$ cat src/rtl/core/grb_pkg.sv
// ----------------------------------------------------------------------------
// grb_pkg
// Shared constants, types and sizing helpers for the goal range and bearing
// pipeline (CORDIC vectoring for the angle, digit recurrence for the root).
// ----------------------------------------------------------------------------
package grb_pkg;

  // default sizes
  localparam int CORDIC_STEPS_DEF = 16;
  localparam int COORD_BITS_DEF   = 16;

  // fixed-point layout
  localparam int PRESCALE  = 24;
  localparam int ATAN_LEN  = 24;
  localparam int ANGLE_W   = 32;
  localparam int HEADING_W = 16;
  localparam int TURN_W    = 16;
  localparam int RANGE_W   = 17;

  localparam logic [RANGE_W-1:0] RANGE_MAX  = '1;
  localparam logic [ANGLE_W-1:0] HALF_TURN  = 32'h8000_0000;
  localparam logic [ANGLE_W-1:0] ROUND_HALF = 32'h0000_8000;

  // configuration register map
  localparam int REG_IDX_W = 1;
  typedef enum logic [REG_IDX_W-1:0] {
    REG_GOAL_X = 1'b0,
    REG_GOAL_Y = 1'b1
  } grb_reg_t;

  // atan(2^-i) as a fraction of a turn, 2^32 = full turn
  localparam logic [ANGLE_W-1:0] ATAN_TABLE [ATAN_LEN] = '{
    32'd536870912, 32'd316933406, 32'd167458907, 32'd85004756,
    32'd42667331,  32'd21354465,  32'd10679838,  32'd5340245,
    32'd2670163,   32'd1335087,   32'd667544,    32'd333772,
    32'd166886,    32'd83443,     32'd41722,     32'd20861,
    32'd10430,     32'd5215,      32'd2608,      32'd1304,
    32'd652,       32'd326,       32'd163,       32'd81
  };

  // one result as it leaves the pipeline
  typedef struct packed {
    logic [RANGE_W-1:0] range;
    logic [TURN_W-1:0]  turn;
  } grb_result_t;

  // rotation stages actually used
  function automatic int grb_steps(int cs);
    return (cs > ATAN_LEN) ? ATAN_LEN : cs;
  endfunction

  // magnitude bits fed to the squarer, larger values saturate the range
  function automatic int grb_mag_bits(int cb);
    return (cb + 1 > RANGE_W) ? RANGE_W : cb + 1;
  endfunction

  // common depth of both datapaths so results line up
  function automatic int grb_depth(int cs, int cb);
    int c;
    int s;
    c = 1 + grb_steps(cs);
    s = 3 + grb_mag_bits(cb) + 1;
    return (c > s) ? c : s;
  endfunction

endpackage

$ cat src/rtl/core/grb_outbuf.sv
// ----------------------------------------------------------------------------
// grb_outbuf
// Output register with a one-entry skid buffer; the pipeline keeps moving
// while a result waits, and halts only once the skid entry is taken.
// ----------------------------------------------------------------------------
module grb_outbuf (
  input  logic                 clk,
  input  logic                 rst,
  input  logic                 pipe_valid,
  input  grb_pkg::grb_result_t pipe_data,
  input  logic                 out_stall,
  output logic                 out_valid,
  output grb_pkg::grb_result_t out_data,
  output logic                 advance
);
  import grb_pkg::*;

  logic        skid_valid;
  grb_result_t skid_data;
  logic        out_free;

  assign out_free = !out_valid || !out_stall;
  assign advance  = !skid_valid;

  // occupancy
  always_ff @(posedge clk) begin
    if (rst) begin
      out_valid  <= 1'b0;
      skid_valid <= 1'b0;
    end else if (out_free) begin
      out_valid  <= skid_valid || pipe_valid;
      skid_valid <= 1'b0;
    end else if (!skid_valid && pipe_valid) begin
      skid_valid <= 1'b1;
    end
  end

  // payload, skid entry drains first
  always_ff @(posedge clk) begin
    if (out_free) begin
      out_data <= skid_valid ? skid_data : pipe_data;
    end else if (!skid_valid) begin
      skid_data <= pipe_data;
    end
  end

endmodule

$ cat config.mk
export PLATFORM = sky130hd
export DESIGN_NAME = grb_outbuf
export DESIGN_NICKNAME = d
export VERILOG_FILES = /design/src/rtl/core/grb_pkg.sv /design/src/rtl/core/grb_outbuf.sv
export SDC_FILE = /design/constraint.sdc
export NUM_CORES = 1
export LEC_CHECK = 0
export ABC_AREA = 1
export ABC_CLOCK_PERIOD_IN_PS = 6110
export BUFFER_PORTS_ARGS = -buffer_cell sky130_fd_sc_hd__buf_2
export CORE_MARGIN = 2
export CORE_UTILIZATION = 55
export DETAILED_ROUTE_END_ITERATION = 7
export PLACE_DENSITY_LB_ADDON = 0.3
export SLEW_MARGIN = 20
export SYNTH_ARGS = -nofsm -noshare
export SYNTH_HDL_FRONTEND = slang
export SYNTH_SLANG_ARGS = --single-unit
export TNS_END_PERCENT = 1
$ cat constraint.sdc
create_clock -name clk -period 6.11 [get_ports clk]
set_input_delay 0.3055 -clock clk [delete_from_list [all_inputs] [get_ports clk]]
set_output_delay 0.3055 -clock clk [all_outputs]
set_load 0.01 [all_outputs]
==> results.ini <==
[outcome]
run_status=completed

[sta]
tns_ns=0
finalClockSkew_ns=0.005440
max_freq_mhz=612.8
slew-limit-headroom_pct=53.67
worst_slew_pin_slew_ns=0.6939
whs_ns=0.2259
grt_setup_unrepaired=no
final_max_slew_viol_count=0
hold_violations=0
setup_violations=0
finalCriticalPeriod_ns=1.632
finalCritPeriodShare_pct=26.71

[global_route]
grt_overflow=0
top_usage_layer=met2
grt_pass1_wl_um=6913
use_met3_pct=8.056
antenna_found_initial=0
met2_usage_pct=28.95
met1_usage_pct=22.36
gr-usage-all-layers_pct=18.35
grt_max_degree=35
grt_pass1_vias=1506

[clocking]
holdBufCountCts=0
ctsHtreeMaxLevel=3
cts-buffers-inserted=9
cts_root_buf=clkbuf_8
clk_pin_slew_ns=0.07
cts_tree=yes
clk_latency_ns=0.33
ctsResizeCount=0
postCtsSetupRepairBufs=0
clkSinkCount=68
clockBufferDepth=2

[synthesis]
ys_ff_latch=68
synth_cell_types=12
yosysTopAreaCell=edfxtp_1
syn-num-nets=220
synth_area_per_cell_um2=14.06
synth_area_leaders=edfxtp_1 (77%), nand2_1 (12%), nand2_2 (4.6%), buf_12 (1.6%), dfxtp_1 (1.6%)
ys_seq_area_share_pct=78.56
syn-cell-area_um2=2574
syn_inst=183
synth.top_cell.area_share_pct=77.01
ys_warn_count=0

[layout]
areaGrowthSynthToFinish_pct=19.79
diodes=0
finalNetCount=297
final_cell_area_um2=3083
drive_above_1_share_pct=40.00

[power]
pwr-share-seq_pct=59.4
swShare_pct=21.44
p_clk_share_pct=32.7
power_mw=0.9343
comb_power_share_pct=8.0
p_switching_mw=0.2003
p_leak_nw=1.344
max-vdd-ir-drop_v=0.0001765
power-per-cell-area_nw_per_um2=303.1
intPower_mw=0.7341

[detailed_routing]
ant_nets=0
dr.pass1.iters=4
wire_per_inst_um=13.45
vias_per_cell=4.719
finalWirelength_um=4265
route.detailed.drc=0
drt_iter0_markers=55
num_vias=1496

[worst_setup_path]
critPathRequiredTime_ns=5.80
startpoint_type=flip-flop
cp.arrival_ns=1.33
cp_max_fo=34
path_class=flip-flop to primary output
cp-end-kind=primary output

[placement]
gp_congestion=0.7467
dpl_cell_area_um2=2920
dp_hpwl_um=2752
port_buffers=71

[die]
io_pins=72
die_width_um=72.41
die_h_um=72.41
die_area_um2=5242
start_util_pct=57.91
rows=24
core_um2=4444

[flow_run]
max_cap_viol_count=0

[min_path]
worst_hold_path_type=input port to flip-flop

==> synthesized netlist by cell type <==
| cell type | number |
|---|---|
| nand2_1 | 82 |
| buf_12 | 2 |
| dfxtp_1 | 2 |
| o21ai_0 | 1 |
| nand2_2 | 19 |
| buf_6 | 3 |
| nor2_1 | 2 |
| inv_8 | 1 |
| inv_1 | 2 |
| buf_4 | 2 |
| nand3_1 | 1 |
| edfxtp_1 | 66 |
==> metrics by stage <==
stage	worst slack, ns	utilization [%]	std cells
3_3_place_gp	4.371	65.71	301
2_1_floorplan	3.782	-	183
6_report	4.478	69.37	317
4_1_cts	4.439	69.37	317
3_5_place_dp	4.741	65.71	301
5_1_grt	4.373	69.37	317
==> kinds of logic after synthesis <==
| group | Yosys count | synth area share [%] |
|---|---|---|
| flops | 68 | 78.56 |
| simple gates | 104 | 17.06 |
| buf+inv | 10 | 4.181 |
| compound gates | 1 | 0.1943 |
==> sequential cells by signal, summed over array words and instances, names as in the netlist <==
name,flops
skid_data,33
out_valid,1
skid_valid,1
out_data,33
==> critical path, cell delays in order (launching register included) <==
cell,delay (ns)
dfxtp_1,0.61
inv_8,0.19
buf_2,0.19
==> power by group through the flow <==
| stage | combinational [mW] | sequential, mW | clock (mW) |
|---|---|---|---|
| finish | 0.0743 | 0.555 | 0.305 |
| detailed placement | 0.0755 | 0.565 | 0 |
| CTS | 0.0758 | 0.555 | 0.313 |
| floorplan | 0.0283 | 0.575 | 0 |
| global placement | 0.0735 | 0.565 | 0 |
| global route | 0.0835 | 0.557 | 0.331 |
==> path summary, 6_finish.rpt <==
path                    to  startpoint  cells after the start  slack (ns)
max reg2reg  skid_data[21]   out_valid                      2        4.78
min              out_valid  pipe_valid                      3        0.23
min reg2reg     skid_valid   out_valid                      2        0.51
max                advance  skid_valid                      2        4.48
==> per-layer routing <==
layer | wire (um) | share of wire [%]
met4 | 25 | 0.59
met1 | 1887 | 44
met2 | 2075 | 49
met3 | 276 | 6.5
met5 | 0 | 0
==> cell type report <==
cell class              count  area, um^2
clock buffers              14       152.6
clock inverters             2       10.01
fillers                   339        1361
inverters                   3       18.77
multi-input cells         105       444.2
flip-flops and latches     68        2022
well taps                  52       65.06
repair buffers             73       370.4
==> layout by cell type, fill, tap and decap left out <==
| cell | count |
|---|---|
| nand3_1 | 1 |
| edfxtp_1 | 66 |
| clkbuf_8 | 10 |
| inv_2 | 1 |
| inv_8 | 1 |
| clkinv_2 | 2 |
| clkbuf_1 | 4 |
| buf_4 | 2 |
| nor2_1 | 2 |
| buf_2 | 71 |
| nand2_2 | 19 |
| o21ai_0 | 1 |
| nand2_1 | 82 |
| inv_1 | 1 |
| dfxtp_1 | 2 |
Power figures use the tool's default switching activity.
